==> src/design/sorb_pkg.sv <==
package sorb_pkg;

   typedef enum logic [2:0] {
      OP_INSERT   = 3'd0,
      OP_TAKE_SEQ = 3'd1,
      OP_TAKE_SIZE = 3'd2,
      OP_POP_HEAD = 3'd3,
      OP_POP_TAIL = 3'd4,
      OP_PEEK     = 3'd5
   } op_code_type;

   typedef enum logic [1:0] {
      MODE_FIFO = 2'd0,
      MODE_SEQ  = 2'd1,
      MODE_SIZE = 2'd2,
      MODE_BAD  = 2'd3
   } mode_type;

   typedef enum logic [1:0] {
      ST_IDLE,
      ST_CMP,
      ST_APPLY
   } state_type;

   localparam int BYTES_W = 22;
   localparam int COUNT_W = 7;

   typedef struct packed {
      logic [2:0]  op;
      logic [1:0]  buffer_id;
      logic [7:0]  handle;
      logic [15:0] seq_num;
      logic [15:0] byte_len;
      logic [3:0]  harq_id;
      logic [15:0] size_limit;
   } req_type;

   typedef struct packed {
      logic               ok;
      logic [7:0]         handle_out;
      logic [15:0]        seq_out;
      logic [15:0]        size_out;
      logic [3:0]         harq_out;
      logic [COUNT_W-1:0] count;
      logic [BYTES_W-1:0] total_bytes;
   } rsp_type;

   typedef struct packed {
      logic [7:0]  handle;
      logic [15:0] seq;
      logic [15:0] size;
      logic [3:0]  harq;
   } entry_type;

   typedef struct packed {
      logic [15:0] seq;
      logic [15:0] size;
      logic [3:0]  harq;
      logic [15:0] limit;
      logic        by_size;
   } probe_type;

   typedef struct packed {
      logic dup;
      logic gt;
      logic m_seq;
      logic m_size;
   } flags_type;

   typedef struct packed {
      logic load_new;
      logic from_left;
      logic from_right;
   } cmd_type;

endpackage

==> src/design/sorb_cell.sv <==
module sorb_cell
   import sorb_pkg::*;
(
   input  logic      clock,
   input  cmd_type   cmd,
   input  probe_type probe,
   input  entry_type new_entry,
   input  entry_type left_entry,
   input  entry_type right_entry,
   output entry_type entry,
   output flags_type flags
);

   entry_type entry_ff, entry_in;
   flags_type flags_ff, flags_in;

   always_comb begin
      entry_in = entry_ff;
      if (cmd.load_new) begin
         entry_in = new_entry;
      end else if (cmd.from_left) begin
         entry_in = left_entry;
      end else if (cmd.from_right) begin
         entry_in = right_entry;
      end
   end

   always_comb begin
      flags_in.dup    = entry_ff.seq == probe.seq;
      flags_in.gt     = probe.by_size ? (entry_ff.size > probe.size)
                                      : (entry_ff.seq > probe.seq);
      flags_in.m_seq  = (entry_ff.seq == probe.seq) && (entry_ff.harq == probe.harq);
      flags_in.m_size = entry_ff.size <= probe.limit;
   end

   always_ff @(posedge clock) begin
      entry_ff <= entry_in;
      flags_ff <= flags_in;
   end

   assign entry = entry_ff;
   assign flags = flags_ff;

endmodule

==> config.mk <==
export PLATFORM = sky130hd
export DESIGN_NAME = sorb_cell
export DESIGN_NICKNAME = d
export VERILOG_FILES = /design/src/design/sorb_pkg.sv /design/src/design/sorb_cell.sv
export SDC_FILE = /design/constraint.sdc
export NUM_CORES = 1
export LEC_CHECK = 0
export BUFFER_PORTS_ARGS = -buffer_cell sky130_fd_sc_hd__buf_2
export CAP_MARGIN = 20
export CORE_MARGIN = 10
export CORE_UTILIZATION = 46
export DETAILED_ROUTE_END_ITERATION = 8
export PLACE_DENSITY = 0.91
export SYNTH_ARGS = -nofsm -noshare
export SYNTH_HDL_FRONTEND = slang
export SYNTH_SLANG_ARGS = --single-unit
==> constraint.sdc <==
create_clock -name clock -period 3.6 [get_ports clock]
set_input_delay 0 -clock clock [delete_from_list [all_inputs] [get_ports clock]]
set_output_delay 0 -clock clock [all_outputs]
set_load 0.005 [all_outputs]
======== After elaboration in Yosys (flattened, before gate mapping) ========
Index checks and enable logic that the tools add are counted.
word-level totals
  memory bits (writable) .................. 0
  flip-flop bits (word level) ............. 48
  memories ................................ 0
  latch bits .............................. 0
  ROM bits ................................ 0
  output and inout port bits .............. 48
operators by class
  bitwise operators ....................... 0
  reductions and logical operators ........ 2
  $add $sub $neg .......................... 0
  equality and inequality tests ........... 2
  shift-type cells ........................ 0
  multipliers ............................. 0
  div/mod/pow operators ................... 0
  order comparisons ....................... 3
  multiplexer cells ....................... 4
operator list
  operator             number
  $mux W44             3
  $gt A16 B16 Y1       2
  $eq A16 B16 Y1       1
  $le A16 B16 Y1       1
  $eq A4 B4 Y1         1
  $reduce_bool A3 Y1   1
  $logic_and A1 B1 Y1  1
  $mux W1              1

======== Logic depth before layout (Yosys ltp) ========
  word-level depth ........................ 3
  gate-level depth with buffers ........... 7
  mapped depth without buffers ............ 7

======== Worst setup path before layout ========
No wires, ideal clock.
  path type ............................... in2reg
  start point ............................. in cmd[2] (netlist bit)
  end point ............................... reg entry_ff, in the netlist entry[0] (enable)
  required time ........................... 3.197 ns
  buffers on the path ..................... 2
  path slack .............................. 1.794 ns
  arrival ................................. 1.403 ns
  stages .................................. 3
  setup time .............................. 0.403 ns
  cells stage by stage .................... buf_2 -> clkbuf_1 -> or3_1
on the way
  word-level cells in the longest chain between the ends .. 1
ends and longest elaborated chain
  what                          RTL line         source
  start: declaration            sorb_cell.sv:5   input cmd_type cmd,
  $reduce_bool A3 Y1 (no line)  n/a
  end signal: assignment        sorb_cell.sv:37  entry_ff <= entry_in;
  end: declaration              sorb_cell.sv:14  entry_type entry_ff, entry_in;
Every way passes these cells.
A chain may end at the register's enable or synchronous reset.

==> results.json <==
{
  "max-cap-violations": 0,
  "status": "finished clean",
  "die-area_sq_mm": 0.0117,
  "synth_seq_area_share_pct": 39.1,
  "dr.first_iter.drc_count": 130,
  "async_reset_ff_share_pct": 0,
  "grt_pass1_vias": 4156,
  "hold_class": "in2reg",
  "hpwl_mm": 10.6,
  "clock_sinks": 48,
  "crit_type": "reg2reg",
  "post-route-period-util_pct": 51.5,
  "hold_viol_final": 0,
  "synth_edf_count": 44,
  "tns_ns": 0,
  "cts_buffers": 5,
  "worst_path_largest_cell_delay_ns": 0.40,
  "remaining_drc_errors": 0,
  "timing.hold.ws_ns": 0.00714,
  "gp_congestion": 0.898,
  "synth_compound_area_share_pct": 13.0,
  "vias_per_cell": 5.14,
  "ios": 237,
  "holdCritStartpoint": "new_entry[1]",
  "wl_per_cell_um": 18.3,
  "crit_arrival_ns": 2.04,
  "ys_ff_latch": 48,
  "grt_pass1_wl_mm": 20.4,
  "areaGrowthSynthToFinish_pct": 46.2,
  "synthCells": 370,
  "cts_buffer_depth": 2,
  "port_buffers": 236,
  "dominantRegCellSynth": "edfxtp_1",
  "die_w_um": 108,
  "clock_latency_ns": 0.30,
  "clock-root-buffer": "clkbuf_8",
  "grt_start_max_net_pins": 89,
  "drv_slew": 0,
  "critPathLaunch": "entry[34]",
  "yosys_warnings": 0,
  "drtPass1Iterations": 5,
  "worstSetupEndpointType": "flop",
  "cp_cell_sequence": "ha_1 -> a21oi_1 -> nand2_1 -> a221oi_1 -> nor3b_1 -> o32ai_2",
  "rows": 32,
  "syn_area_per_cell_sq_um": 9.68,
  "tightest_slew_ns": 0.779,
  "rsz0062_at_grt": "false",
  "grt_antenna_before_repair": 0,
  "ir_drop_v": 0.000162,
  "critical_path_required_ns": 3.78,
  "setup_viol": 0,
  "synth_top_family_by_area": "adder cells",
  "grt-ovfl-total": 0,
  "postRouteAntennaNets": 0,
  "synth-xor-area-share_pct": 0.978,
  "crit_path_start_kind": "flop",
  "skew_ns": 0.00296,
  "dr_total_vias": 3771,
  "yosys.cell_types.count": 35,
  "p_leak_nw": 2.85,
  "nNetsFinal": 867,
  "crit_path_top_delay_cell": "edfxtp_1",
  "p_per_area_mw_per_mm2": 298,
  "synth_nets": 607,
  "synthMuxAreaShare_pct": 12.3,
  "synthAdderAreaFrac_pct": 16.8,
  "core_area_sq_mm": 0.00765,
  "wl_mm": 13.4,
  "slew_headroom_pct": 48.1,
  "cts_tree": "yes",
  "finalCriticalPeriod_ns": 1.85,
  "critPathMaxFanout": 3,
  "synth-simple-area-share_pct": 10.7,
  "htreeDepth": 2,
  "max_freq_ghz": 0.539,
  "track_usage_pct": 21.7,
  "die_h_um": 108,
  "start_util_pct": 46.8,
  "reg2reg_from": "entry[34]",
  "clk_pin_slew_ns": 0.09,
  "syn-cell-area_sq_mm": 0.00358,
  "drive_gt1_share_pct": 39.9
}
==> cells in the final DEF, fill, tap and decap left out, types with 3 or more instances in the layout <==
master | netlist | layout
nand4_1 | 7 | 7
a21o_1 | 6 | 6
nor2_1 | 5 | 5
dlygate4sd3_1 | 0 | 29
edfxtp_1 | 44 | 44
o21ai_0 | 48 | 48
mux2i_1 | 44 | 44
a21oi_1 | 18 | 18
nand2_1 | 51 | 51
clkbuf_8 | 0 | 5
buf_2 | 2 | 236
inv_1 | 49 | 49
dfxtp_1 | 4 | 4
nor2b_1 | 3 | 3
nand3_1 | 5 | 5
ha_1 | 48 | 48
==> layer usage <==
metal | global-route usage (%) | wire length, um
met3 | 7.79 | 1420
met2 | 41.3 | 7110
met4 | 6.01 | 203
met5 | 0 | 0
met1 | 21.6 | 4720
==> per-stage QoR <==
stage / util (%) / cell area, sq um / worst slack [ns] / total power (W) / instances
floorplan: - / 3580 / 1.79 / 0.000970 / 370
global placement: 63.2 / 4830 / 1.75 / 0.00119 / 695
detailed placement: 63.2 / 4830 / 1.73 / 0.00122 / 695
CTS: 68.1 / 5210 / 1.70 / 0.00156 / 732
global route: 68.5 / 5240 / 1.57 / 0.00165 / 733
finish: 68.5 / 5240 / 1.75 / 0.00156 / 734
==> worst paths after layout <==
check             slack (ns)  depth (start not counted)  endpoint
hold reg to reg         0.63                          2  flags[1]
hold / removal         0.007                          3  entry[1]
setup reg to reg        1.75                          6  flags[2]
setup / recovery        1.75                          6  flags[2]
==> cell usage after synthesis, drive strengths merged, types with 2 or more instances <==
library cell   n  area [sq um]
nor2b          3          18.8
nor2           5          18.8
a21oi         18          90.1
nand4          9          68.8
xnor2          2          17.5
clkbuf         9          33.8
a211oi         2          15.0
o21ai         49           245
inv           49           184
ha            48           601
a21o           6          45.0
dfxtp          4          80.1
mux2i         44           440
buf            6          40.0
xor2           2          17.5
nand2         51           191
nor4           2          18.8
nand3          5          25.0
and4           2          20.0
edfxtp        44          1320
==> cell type report <==
class	instances	area, sq um
Clock inverter	2	11.3
Inverter	49	184
Clock buffer	6	72.6
Antenna cell	1	2.50
Multi-Input combinational cell	258	1920
Fill cell	612	2410
Tap cell	102	128
Timing Repair Buffer	268	1510
Sequential cell	48	1400
==> kinds of logic (layout without fill, tap and decap cells) <==
kind of cell / count (synthesis) / in the layout
multiplexers: 44 / 44
flip-flops: 48 / 48
other: 0 / 1
buffers and inverters: 64 / 325
AND/OR/NAND/NOR: 80 / 80
XOR/XNOR: 4 / 4
AO/OA/AOI/OAI: 82 / 82
adder cells (fa/ha/maj): 48 / 48
==> report_power, final <==
| part | internal, W | total, W | switching [W] |
|---|---|---|---|
| combinational | 0.000264 | 0.000516 | 0.000252 |
| sequential | 0.000682 | 0.000721 | 0.0000387 |
| clock | 0.000135 | 0.000322 | 0.000186 |
| total | 0.00108 | 0.00156 | 0.000477 |
==> sequential cells by signal, indices dropped and copies added (netlist names) <==
register / flops
flags: 4
entry: 44
==> repair_timing <==
| item | CTS | global route |
|---|---|---|
| setup buffers | 0 | 0 |
| hold buffers | 29 | 0 |
| hold endpoints to repair | 29 | 0 |
| gates resized for setup | 0 | 0 |
==> critical path, delay by kind of cell, from the launching register on <==
| kind | cells | cell delay, ns |
|---|---|---|
| fa+ha+maj | 1 | 0.33 |
| simple gates | 2 | 0.43 |
| compound gates | 3 | 0.57 |
| flops | 1 | 0.40 |
No activity file was read; power rests on OpenSTA's default activity.
